## src/rtl/nfpm_pkg.sv

```systemverilog
// ----------------------------------------------------------------------------
// nfpm_pkg
// types and fixed constants of the noise floor percentile monitor
// ----------------------------------------------------------------------------
package nfpm_pkg;

    localparam int SAMPLE_W = 9;
    localparam int PDATA_W  = 32;
    localparam int PADDR_W  = 3;

    localparam logic signed [SAMPLE_W-1:0] ALERT_LEVEL_RST = -9'sd90;
    localparam logic signed [SAMPLE_W-1:0] CLEAR_LEVEL_RST = -9'sd95;

    // register index, taken from paddr[2]
    localparam logic REG_ALERT_LEVEL = 1'b0;
    localparam logic REG_CLEAR_LEVEL = 1'b1;

    // item mode codes
    localparam logic MODE_SAMPLE = 1'b0;
    localparam logic MODE_CLEAR  = 1'b1;

    typedef enum logic [2:0] {
        S_IDLE,
        S_SCAN,
        S_DRAIN,
        S_EVAL,
        S_PUSH
    } t_state;

endpackage

```

## src/rtl/nfpm_ram.sv

```systemverilog
// ----------------------------------------------------------------------------
// nfpm_ram
// generic single-write, single-read ram with registered read data
// ----------------------------------------------------------------------------
module nfpm_ram #(
    parameter int WIDTH = 9,
    parameter int DEPTH = 16
) (
    input  logic                     i_clk,
    input  logic                     i_we,
    input  logic [$clog2(DEPTH)-1:0] i_waddr,
    input  logic [WIDTH-1:0]         i_wdata,
    input  logic                     i_re,
    input  logic [$clog2(DEPTH)-1:0] i_raddr,
    output logic [WIDTH-1:0]         o_rdata
);

    logic [WIDTH-1:0] r_mem [DEPTH];
    logic [WIDTH-1:0] r_rdata;

    always_ff @(posedge i_clk) begin
        if (i_we) begin
            r_mem[i_waddr] <= i_wdata;
        end
        if (i_re) begin
            r_rdata <= r_mem[i_raddr];
        end
    end

    assign o_rdata = r_rdata;

endmodule

```

## src/rtl/noise_floor_percentile_monitor_top.sv

```systemverilog
// ----------------------------------------------------------------------------
// noise_floor_percentile_monitor_top
// sliding-window noise floor estimate with a hysteresis alert
// ----------------------------------------------------------------------------
// Holds the last WINDOW_DEPTH RSSI samples taken while in receive mode and
// reports the sample of rank PERCENTILE_RANK (ascending, from 0) once at
// least MIN_HELD are held, plus an alert that sets at alert_level and clears
// at clear_level. Every input beat gives one result beat. A clear beat, a
// sample taken outside receive mode or a sample that leaves fewer than
// MIN_HELD held goes from the idle state straight to the push state and on
// into the output register. Any other stored sample takes P passes over the
// window, P <= min(PERCENTILE_RANK, H - 1) + 1 with H the held count.
// Each pass is made by a single compare unit walking the window ram through
// its one read port, one entry per cycle: it finds the next distinct value
// above the last one and counts its copies. Input ready is high only while
// the sequencer is idle; a finished result waits in the output register
// without holding up the next input beat. Registers: alert_level at byte 0,
// clear_level at byte 4, 9-bit signed, sign-extended on read.
// ----------------------------------------------------------------------------
module noise_floor_percentile_monitor_top #(
    parameter int WINDOW_DEPTH    = 16,
    parameter int PERCENTILE_RANK = 4,
    parameter int MIN_HELD        = 8
) (
    input  logic                                  i_clk,
    input  logic                                  i_rst_n,
    // input channel
    input  logic                                  i_in_valid,
    output logic                                  o_in_ready,
    input  logic                                  i_mode,
    input  logic                                  i_in_receive,
    input  logic signed [nfpm_pkg::SAMPLE_W-1:0]  i_rssi_sample,
    // output channel
    output logic                                  o_out_valid,
    input  logic                                  i_out_ready,
    output logic                                  o_floor_valid,
    output logic signed [nfpm_pkg::SAMPLE_W-1:0]  o_noise_floor,
    output logic                                  o_alert,
    // configuration port
    input  logic                                  psel,
    input  logic                                  penable,
    input  logic                                  pwrite,
    input  logic [nfpm_pkg::PADDR_W-1:0]          paddr,
    input  logic [nfpm_pkg::PDATA_W-1:0]          pwdata,
    output logic [nfpm_pkg::PDATA_W-1:0]          prdata,
    output logic                                  pready
);

    import nfpm_pkg::*;

    localparam int AW   = $clog2(WINDOW_DEPTH);
    localparam int CW   = $clog2(WINDOW_DEPTH + 1);
    localparam int RKW  = $clog2(PERCENTILE_RANK + 2);
    localparam int MW   = $clog2(MIN_HELD + 1);
    localparam int CMW0 = (CW > RKW) ? CW : RKW;
    localparam int CMPW = (CMW0 > MW) ? CMW0 : MW;

    localparam logic [CMPW-1:0] RANK_C    = CMPW'(PERCENTILE_RANK);
    localparam logic [CMPW-1:0] MIN_C     = CMPW'(MIN_HELD);
    localparam logic [CW-1:0]   DEPTH_C   = CW'(WINDOW_DEPTH);
    localparam logic [AW-1:0]   LAST_SLOT = AW'(WINDOW_DEPTH - 1);

    t_state r_state, n_state;

    logic [AW-1:0]                r_slot, n_slot;
    logic [CW-1:0]                r_held, n_held;
    logic                         r_alert, n_alert;
    logic signed [SAMPLE_W-1:0]   r_alert_level, n_alert_level;
    logic signed [SAMPLE_W-1:0]   r_clear_level, n_clear_level;
    logic signed [SAMPLE_W-1:0]   r_floor, n_floor;
    logic                         r_fvalid, n_fvalid;

    // selection unit
    logic [AW-1:0]                r_idx, n_idx;
    logic                         r_rd_vld, n_rd_vld;
    logic signed [SAMPLE_W-1:0]   r_thr, n_thr;
    logic                         r_have_thr, n_have_thr;
    logic signed [SAMPLE_W-1:0]   r_min, n_min;
    logic                         r_found, n_found;
    logic [CW-1:0]                r_cnt, n_cnt;
    logic [CW-1:0]                r_cum, n_cum;

    // output register
    logic                         r_out_valid, n_out_valid;
    logic                         r_out_fvalid, n_out_fvalid;
    logic signed [SAMPLE_W-1:0]   r_out_floor, n_out_floor;
    logic                         r_out_alert, n_out_alert;

    logic                         w_in_acc;
    logic                         w_ram_we;
    logic                         w_rd_en;
    logic [SAMPLE_W-1:0]          w_rdata;
    logic signed [SAMPLE_W-1:0]   w_rd_data;
    logic [CW-1:0]                w_rank;
    logic                         w_cfg_wr;

    nfpm_ram #(
        .WIDTH (SAMPLE_W),
        .DEPTH (WINDOW_DEPTH)
    ) u_window (
        .i_clk   (i_clk),
        .i_we    (w_ram_we),
        .i_waddr (r_slot),
        .i_wdata (i_rssi_sample),
        .i_re    (w_rd_en),
        .i_raddr (r_idx),
        .o_rdata (w_rdata)
    );

    assign w_rd_data = w_rdata;
    assign w_in_acc  = i_in_valid && o_in_ready;
    assign w_cfg_wr  = psel && penable && pwrite && pready;

    // rank limited to held_count - 1
    assign w_rank = (RANK_C >= CMPW'(r_held)) ? (r_held - CW'(1)) : RANK_C[CW-1:0];

    always_comb begin
        n_state       = r_state;
        n_slot        = r_slot;
        n_held        = r_held;
        n_alert       = r_alert;
        n_alert_level = r_alert_level;
        n_clear_level = r_clear_level;
        n_floor       = r_floor;
        n_fvalid      = r_fvalid;
        n_idx         = r_idx;
        n_rd_vld      = 1'b0;
        n_thr         = r_thr;
        n_have_thr    = r_have_thr;
        n_min         = r_min;
        n_found       = r_found;
        n_cnt         = r_cnt;
        n_cum         = r_cum;
        n_out_valid   = r_out_valid;
        n_out_fvalid  = r_out_fvalid;
        n_out_floor   = r_out_floor;
        n_out_alert   = r_out_alert;
        w_ram_we      = 1'b0;
        w_rd_en       = 1'b0;

        if (w_cfg_wr) begin
            if (paddr[2] == REG_ALERT_LEVEL) begin
                n_alert_level = pwdata[SAMPLE_W-1:0];
            end else begin
                n_clear_level = pwdata[SAMPLE_W-1:0];
            end
        end

        if (r_out_valid && i_out_ready) begin
            n_out_valid = 1'b0;
        end

        // smallest value above the threshold, and how many copies of it
        if (r_rd_vld) begin
            if (!r_have_thr || (w_rd_data > r_thr)) begin
                if (!r_found || (w_rd_data < r_min)) begin
                    n_min   = w_rd_data;
                    n_cnt   = CW'(1);
                    n_found = 1'b1;
                end else if (w_rd_data == r_min) begin
                    n_cnt = r_cnt + CW'(1);
                end
            end
        end

        case (r_state)
            S_IDLE: begin
                if (w_in_acc) begin
                    if (i_mode == MODE_CLEAR) begin
                        n_held   = '0;
                        n_slot   = '0;
                        n_alert  = 1'b0;
                        n_floor  = '0;
                        n_fvalid = 1'b0;
                        n_state  = S_PUSH;
                    end else if (!i_in_receive) begin
                        n_state = S_PUSH;
                    end else begin
                        w_ram_we = 1'b1;
                        n_slot   = (r_slot == LAST_SLOT) ? '0 : r_slot + AW'(1);
                        n_held   = (r_held == DEPTH_C) ? r_held : r_held + CW'(1);
                        if (CMPW'(n_held) >= MIN_C) begin
                            n_idx      = '0;
                            n_have_thr = 1'b0;
                            n_found    = 1'b0;
                            n_cnt      = '0;
                            n_cum      = '0;
                            n_state    = S_SCAN;
                        end else begin
                            n_floor  = '0;
                            n_fvalid = 1'b0;
                            n_state  = S_PUSH;
                        end
                    end
                end
            end
            S_SCAN: begin
                w_rd_en  = 1'b1;
                n_rd_vld = 1'b1;
                n_idx    = r_idx + AW'(1);
                if (CW'(r_idx) == (r_held - CW'(1))) begin
                    n_state = S_DRAIN;
                end
            end
            S_DRAIN: begin
                // last read beat of the pass lands here
                n_state = S_EVAL;
            end
            S_EVAL: begin
                if ((r_cum + r_cnt) > w_rank) begin
                    n_floor  = r_min;
                    n_fvalid = 1'b1;
                    if (!r_alert && (r_min >= r_alert_level)) begin
                        n_alert = 1'b1;
                    end else if (r_alert && (r_min <= r_clear_level)) begin
                        n_alert = 1'b0;
                    end
                    n_state = S_PUSH;
                end else begin
                    n_thr      = r_min;
                    n_have_thr = 1'b1;
                    n_cum      = r_cum + r_cnt;
                    n_cnt      = '0;
                    n_found    = 1'b0;
                    n_idx      = '0;
                    n_state    = S_SCAN;
                end
            end
            S_PUSH: begin
                if (!r_out_valid || i_out_ready) begin
                    n_out_valid  = 1'b1;
                    n_out_fvalid = r_fvalid;
                    n_out_floor  = r_floor;
                    n_out_alert  = r_alert;
                    n_state      = S_IDLE;
                end
            end
            default: begin
                n_state = S_IDLE;
            end
        endcase
    end

    always_ff @(posedge i_clk) begin
        if (!i_rst_n) begin
            r_state <= S_IDLE;
        end else begin
            r_state <= n_state;
        end
    end

    always_ff @(posedge i_clk) begin
        if (!i_rst_n) begin
            r_slot        <= '0;
            r_held        <= '0;
            r_alert       <= 1'b0;
            r_alert_level <= ALERT_LEVEL_RST;
            r_clear_level <= CLEAR_LEVEL_RST;
            r_floor       <= '0;
            r_fvalid      <= 1'b0;
            r_rd_vld      <= 1'b0;
            r_out_valid   <= 1'b0;
        end else begin
            r_slot        <= n_slot;
            r_held        <= n_held;
            r_alert       <= n_alert;
            r_alert_level <= n_alert_level;
            r_clear_level <= n_clear_level;
            r_floor       <= n_floor;
            r_fvalid      <= n_fvalid;
            r_rd_vld      <= n_rd_vld;
            r_out_valid   <= n_out_valid;
        end
    end

    always_ff @(posedge i_clk) begin
        r_idx        <= n_idx;
        r_thr        <= n_thr;
        r_have_thr   <= n_have_thr;
        r_min        <= n_min;
        r_found      <= n_found;
        r_cnt        <= n_cnt;
        r_cum        <= n_cum;
        r_out_fvalid <= n_out_fvalid;
        r_out_floor  <= n_out_floor;
        r_out_alert  <= n_out_alert;
    end

    assign o_in_ready    = (r_state == S_IDLE);
    assign o_out_valid   = r_out_valid;
    assign o_floor_valid = r_out_fvalid;
    assign o_noise_floor = r_out_floor;
    assign o_alert       = r_out_alert;

    assign pready = 1'b1;
    assign prdata = (paddr[2] == REG_CLEAR_LEVEL)
                  ? {{(PDATA_W - SAMPLE_W){r_clear_level[SAMPLE_W-1]}}, r_clear_level}
                  : {{(PDATA_W - SAMPLE_W){r_alert_level[SAMPLE_W-1]}}, r_alert_level};

endmodule

```

## config.mk

```make
export PLATFORM = sky130hd
export DESIGN_NAME = noise_floor_percentile_monitor_top
export DESIGN_NICKNAME = d
export VERILOG_FILES = /design/src/rtl/nfpm_pkg.sv /design/src/rtl/nfpm_ram.sv /design/src/rtl/noise_floor_percentile_monitor_top.sv
export SDC_FILE = /design/constraint.sdc
export NUM_CORES = 1
export LEC_CHECK = 0
export ABC_AREA = 1
export BUFFER_PORTS_ARGS = -buffer_cell sky130_fd_sc_hd__buf_4
export CAP_MARGIN = 15
export CORE_MARGIN = 2
export CORE_UTILIZATION = 55
export CTS_CLUSTER_DIAMETER = 150
export DETAILED_ROUTE_END_ITERATION = 16
export PLACE_DENSITY = 0.74
export SLEW_MARGIN = 25
export SYNTH_ARGS = -nofsm -noshare
export SYNTH_HDL_FRONTEND = slang
export SYNTH_SLANG_ARGS = --single-unit
```

## constraint.sdc

```tcl
create_clock -name i_clk -period 3.87 [get_ports i_clk]
set_clock_uncertainty 0.05 [all_clocks]
set_input_delay 0.774 -clock i_clk [delete_from_list [all_inputs] [get_ports i_clk]]
set_output_delay 0.774 -clock i_clk [all_outputs]
set_load 0.005 [all_outputs]
```

### Word-level counts from Yosys, hierarchy flattened

Memories as Yosys holds them, arrays and structs flattened. A register that Yosys moved wholly into a read port is not among the register bits.
Cells that the tools add are included.

| storage, ports and cells | value |
|---|---|
| bits in writable memories | 144 |
| memories kept | 1 |
| logic and storage cells | 165 |
| output and inout bits | 46 |
| register bits after elaboration | 88 |

| cells by class | value |
|---|---|
| $add $sub $neg | 6 |
| equality and inequality tests | 20 |
| muxes and demuxes | 81 |
| $lt $le $gt $ge | 7 |
| bitwise logic cells | 2 |
| reductions and logical operators | 28 |

Memory list:

| memory | words | bits a word | read ports | clocked after Yosys merged registers in | wr ports | RTL line | text |
|---|---|---|---|---|---|---|---|
| u_window.r_mem | 16 | 9 | 1 | 1 | 1 | nfpm_ram.sv:18 | `logic [WIDTH-1:0] r_mem [DEPTH];` |

Operators by type and width:

| cell | count |
|---|---|
| $mux 5 | 18 |
| $mux 9 | 5 |
| $mux 1 | 33 |
| $mux 32 | 1 |
| $mux 4 | 8 |
| $mux 3 | 7 |
| $pmux 5 s2 | 2 |
| $pmux 9 s2 | 1 |
| $pmux 3 s5 | 1 |
| $pmux 4 s3 | 1 |
| $reduce_and 6->1 | 2 |
| $add 5x1->5 const B | 2 |
| $ne 2x2->1 const B | 5 |
| $reduce_and 5->1 | 2 |
| $eq 9x9->1 | 1 |
| $ge 9x9->1 | 1 |
| $gt 9x9->1 | 1 |
| $le 9x9->1 | 1 |
| $lt 9x9->1 | 1 |
| $reduce_and 3->1 | 3 |
| $add 4x1->4 const B | 2 |
| $ne 2x1->1 const B | 4 |
| $pmux 1 s2 | 4 |
| $reduce_and 2->1 | 4 |
| other kinds (20) | 34 |

### Longest topological paths before layout

| depth | value |
|---|---|
| depth in word-level cells | 10 |
| mapped depth | 21 |
| depth with buffers taken out | 21 |

### Cells and area by module

Synthesis repeated with hierarchy kept, for this count alone.

| unflattened totals | value |
|---|---|
| cells, all modules | 1,290 |
| area total of the unflattened synthesis | 11,827.6 µm² |

By module, submodules not included:

| module | sequential area each (µm²) | area each (µm²) | cells each | instances |
|---|---|---|---|---|
| nfpm_ram | 4,594.4 | 6,592.6 | 615 | 1 |
| noise_floor_percentile_monitor_top | 2,152.1 | 5,235.0 | 675 | 1 |

### Worst setup path after synthesis

No wires, ideal clock.

| timing path | value |
|---|---|
| kind | input-to-output |
| start | input paddr[2] (netlist name) |
| end | output prdata[10] (netlist name) |
| setup slack | 0.468 ns |
| data required time | 3.046 ns |
| arrival | 2.578 ns |
| stages | 3 |
| cells stage by stage | buf_2 -> o21ai_0 -> buf_4 |

| on the way | value |
|---|---|
| cells in the longest elaborated chain, start to end | 1 |

Ends and longest elaborated chain:

| what | RTL line | text |
|---|---|---|
| start, declared | noise_floor_percentile_monitor_top.sv:43 | `input logic [nfpm_pkg::PADDR_W-1:0] paddr,` |
| $mux 32 | noise_floor_percentile_monitor_top.sv:297 | `? {{(PDATA_W - SAMPLE_W){r_clear_level[SAMPLE_W-1]}}, r_clear_level}` |
| end, declared | noise_floor_percentile_monitor_top.sv:45 | `output logic [nfpm_pkg::PDATA_W-1:0] prdata,` |

Every way passes these cells.

### Final worst setup path

| timing path | value |
|---|---|
| start | register r_cnt[0] |
| end | register r_idx[3] (enable) |

| on the way | value |
|---|---|
| cells in the longest elaborated chain, start to end | 4 |

Ends and longest elaborated chain:

| what | RTL line | text |
|---|---|---|
| start, declared | noise_floor_percentile_monitor_top.sv:80 | `logic [CW-1:0] r_cnt, n_cnt;` |
| start signal, assigned | noise_floor_percentile_monitor_top.sv:282 | `r_cnt <= n_cnt;` |
| $add 5x5->5 | noise_floor_percentile_monitor_top.sv:210 | `if ((r_cum + r_cnt) > w_rank) begin` |
| $gt 5x5->1 | noise_floor_percentile_monitor_top.sv:210 |  |
| $ne 2x2->1 (no source line) | n/a |  |
| $reduce_and 6->1 (no source line) | n/a |  |
| end signal, assigned | noise_floor_percentile_monitor_top.sv:277 | `r_idx <= n_idx;` |
| end, declared | noise_floor_percentile_monitor_top.sv:74 | `logic [AW-1:0] r_idx, n_idx;` |

Every way passes these cells.
A chain may end at the register's enable or synchronous reset.

==> flow_metrics.py <==
metrics = {
    "worst_setup_path": {
        "ff2ff_setup_slack_ns": 0.44,
        "r2r_cells": 18,
        "r2r-end": "r_idx[3]",
        "arrival_ns": 3.57,
        "endpoint_kind": "register",
        "worstPathRequired_ns": 4.01,
        "reg2reg_from": "r_cnt[0]",
        "startpoint_type": "register",
        "worst-setup-path-type": "reg2reg",
        "crit_fanout": 10,
    },
    "die": {
        "core_mm2": 0.0201,
        "ios": 99,
        "start_util": 0.555,
        "rows": 52,
        "die_w_um": 146,
        "die-area_mm2": 0.0215,
        "dieHeight_um": 146,
    },
    "yosys": {
        "ys_ff_latch": 241,
        "post_synth_fa_ha_maj_area_fraction": 0.0623,
        "synth_nets": 1193,
        "ys_seq_area_frac": 0.604,
        "synthXorXnorAreaFrac": 0.00863,
        "ys_warn_count": 0,
        "syn_inst": 1085,
        "synth_cell_types": 42,
        "synth_compound_area_frac": 0.118,
        "synthArstFlopShare": 0,
        "synth_ff_type": "edfxtp_1",
        "yosys-mux-area-fraction": 0,
        "synth-simple-area-share": 0.140,
        "synth_edf_count": 192,
        "synth_top_family_by_area": "simple AND/OR/NAND/NOR gates",
        "netlist_area_mm2": 0.0112,
        "avgSynthCellArea_um2": 10.3,
    },
    "clock_tree": {
        "clk_path_buf_depth": 3,
        "numCtsBuffers": 25,
        "cts-htree-levels": 1,
        "cts_tree": "done",
        "clk_latency_ns": 0.52,
        "clk_pin_slew_ns": 0.06,
        "cts_root_buffer": "clkbuf_16",
        "clock_sinks": 241,
    },
    "power_and_ir_drop": {
        "vdd.ir_drop.worst_uv": 387,
        "internal_power_mw": 4.14,
        "pwr-share-comb": 0.058,
        "power_per_cell_area_mw_per_mm2": 421,
        "power_frac_seq": 0.534,
        "p_sw_mw": 1.16,
        "clkPwrFrac": 0.408,
        "swShare": 0.218,
        "p_leak_nw": 4.94,
    },
    "sta": {
        "fin_crit_ns": 3.43,
        "fmax_mhz": 292,
        "hold_violations": 0,
        "setup_tns_ns": 0,
        "fin_crit_sh": 0.886,
        "setup_viol": 0,
        "drv_slew": 0,
        "rsz0062_at_grt": "false",
        "worst_pin_slew_ns": 0.977,
        "max_slew_margin": 0.345,
    },
    "outcome": {
        "status": "finished clean",
    },
    "route": {
        "detail-route-antenna-nets": 0,
        "routed_wl_um": 23300,
        "vias": 7797,
        "drtPass1Iterations": 5,
        "wire_per_inst_um": 16.3,
        "drc": 0,
        "avgViaCountPerCell": 5.46,
        "drt_iter0_drc": 595,
    },
    "layout": {
        "postLayoutCellArea_mm2": 0.0126,
        "area_growth_pct": 12.7,
        "nNetsFinal": 1249,
        "postLayoutCoreUtil": 0.626,
        "layout-drive-gt1-share": 0.133,
        "final_common_cell": "edfxtp_1",
        "diodes": 0,
        "final_cell_mix": "192 x edfxtp_1, 160 x nor2_1, 134 x nand2_1",
    },
    "placement": {
        "dp_hpwl_um": 15300,
        "dpl_cell_area_mm2": 0.0118,
        "io_buffers": 72,
        "place_congestion": 0.849,
    },
    "min_path": {
        "hp-start": "r_floor[2]",
        "min_to": "o_noise_floor[2]",
        "hold_class": "reg2reg",
        "worstHoldPathCells": 0,
    },
    "grt": {
        "grt_start_max_net_pins": 77,
        "grt_use_total": 0.218,
        "grt_pass1_wl_um": 37400,
        "antenna_found_initial": 0,
        "grt_pass1_vias": 7500,
        "grt-ovfl-total": 0,
    },
    "flow_run": {
        "cap_violations": 0,
    },
}
power by group through the flow:
stage               clock network (mW)  logic [mW]  registers [mW]
floorplan                            0       0.190            2.88
global placement                     0       0.298            2.88
detailed placement                   0       0.304            2.88
CTS                               2.19       0.306            2.83
global route                      2.29       0.340            2.83
finish                            2.16       0.305            2.83
layout make-up:
type / instances / area (µm²)
repair buffers: 92 / 691
well taps: 270 / 338
clock inverters: 13 / 71.3
inverters: 106 / 399
clock buffers: 32 / 662
flip-flops and latches: 241 / 6750
fillers: 1621 / 7520
multi-input cells: 675 / 3670
synth_stat cells, types with 2 or more instances:
library cell | n | share of area
nor2_1 | 160 | 0.054
nor3_4 | 3 | 0.0044
dfxtp_1 | 49 | 0.088
inv_1 | 98 | 0.033
o211ai_1 | 2 | 0.0013
buf_2 | 8 | 0.0036
ha_1 | 54 | 0.061
edfxtp_1 | 192 | 0.52
o21ai_2 | 2 | 0.0016
nor3_1 | 9 | 0.0040
o21ai_0 | 118 | 0.053
nor2_4 | 2 | 0.0020
o21bai_1 | 3 | 0.0020
a21oi_1 | 61 | 0.027
a22oi_1 | 2 | 0.0013
buf_4 | 26 | 0.017
xnor2_1 | 4 | 0.0031
nand4_1 | 11 | 0.0062
nand2_2 | 6 | 0.0034
clkbuf_1 | 27 | 0.0091
o21a_1 | 2 | 0.0013
o22ai_1 | 43 | 0.024
xor2_1 | 7 | 0.0055
inv_2 | 6 | 0.0020
nand3_1 | 40 | 0.018
nand2_1 | 134 | 0.045
sequential cells by signal, indices dropped and copies added (netlist names), 3 cells and up:
name and count:
u_window.r_mem 144, o_noise_floor 9, r_alert_level 9, r_clear_level 9
r_floor 9, r_min 9, r_thr 9, u_window.o_rdata 9
r_cnt 5, r_cum 5, r_held 5, r_idx 4
r_slot 4, r_state 3
repair_timing:
| item | CTS | global route |
|---|---|---|
| endpoints found under the setup margin | 0 | 4 |
| buffers inserted | 0 | 0 |
| hold buffers | 0 | 0 |
| resized for setup | 0 | 1 |
| endpoints found under the hold margin | 0 | 0 |
kinds of logic (layout without fill, tap and decap cells):
family | after synthesis | after routing
DFF | 241 | 241
xor gates and xnor gates | 11 | 11
other | 1 | 1
AOI/OAI and AO/OA | 239 | 239
and+or+nand+nor | 369 | 369
buffers and inverters | 169 | 243
adders and majority gates | 55 | 55
stage by stage:
step	total power [mW]	instances	hold WS, ns	setup WS (ns)
after global routing	5.46	1429	0.392	0.111
final	5.30	1429	0.379	0.440
after CTS	5.32	1429	0.381	0.257
after floorplan	3.07	1085	0.359	0.468
after detailed placement	3.19	1384	0.364	0.271
after global placement	3.18	1384	0.365	0.433
routing by layer:
layer  part of all wire  global-route usage  up-vias
li1                   -                   -     3851
met1               0.42               0.281     3681
met2               0.50               0.378      220
met3              0.053              0.0309       45
met4              0.024              0.0772        0
met5                  0                   0        -
worst max-delay path, cell delays in order (launching register included):
cell and delay, ns:
dfxtp_1 0.42, ha_1 0.20, inv_1 0.05, fa_1 0.38, nor2_1 0.19, nor2_1 0.06
o21bai_1 0.15, xor2_1 0.21, inv_1 0.07, ha_1 0.31, nand2_1 0.09, inv_1 0.05
nand2_1 0.06, nand4_1 0.09, nand2_1 0.14, inv_2 0.11, nand2_1 0.11, nand2_2 0.10
a21oi_2 0.27
worst max-delay path by stage:
| stage | from | to | slack, ns | cells after the start |
|---|---|---|---|---|
| after floorplan | paddr[2] | prdata[10] | 0.47 | 3 |
| after global placement | r_cnt[0] | r_idx[3] | 0.43 | 18 |
| final | r_cnt[0] | r_idx[3] | 0.44 | 18 |
| after CTS | r_cnt[0] | r_idx[0] | 0.26 | 18 |
| after global routing | r_cnt[0] | r_cnt[4] | 0.11 | 21 |
| after detailed placement | r_cnt[0] | r_idx[3] | 0.27 | 18 |
Note: power is estimated with default switching activity, not from simulation.
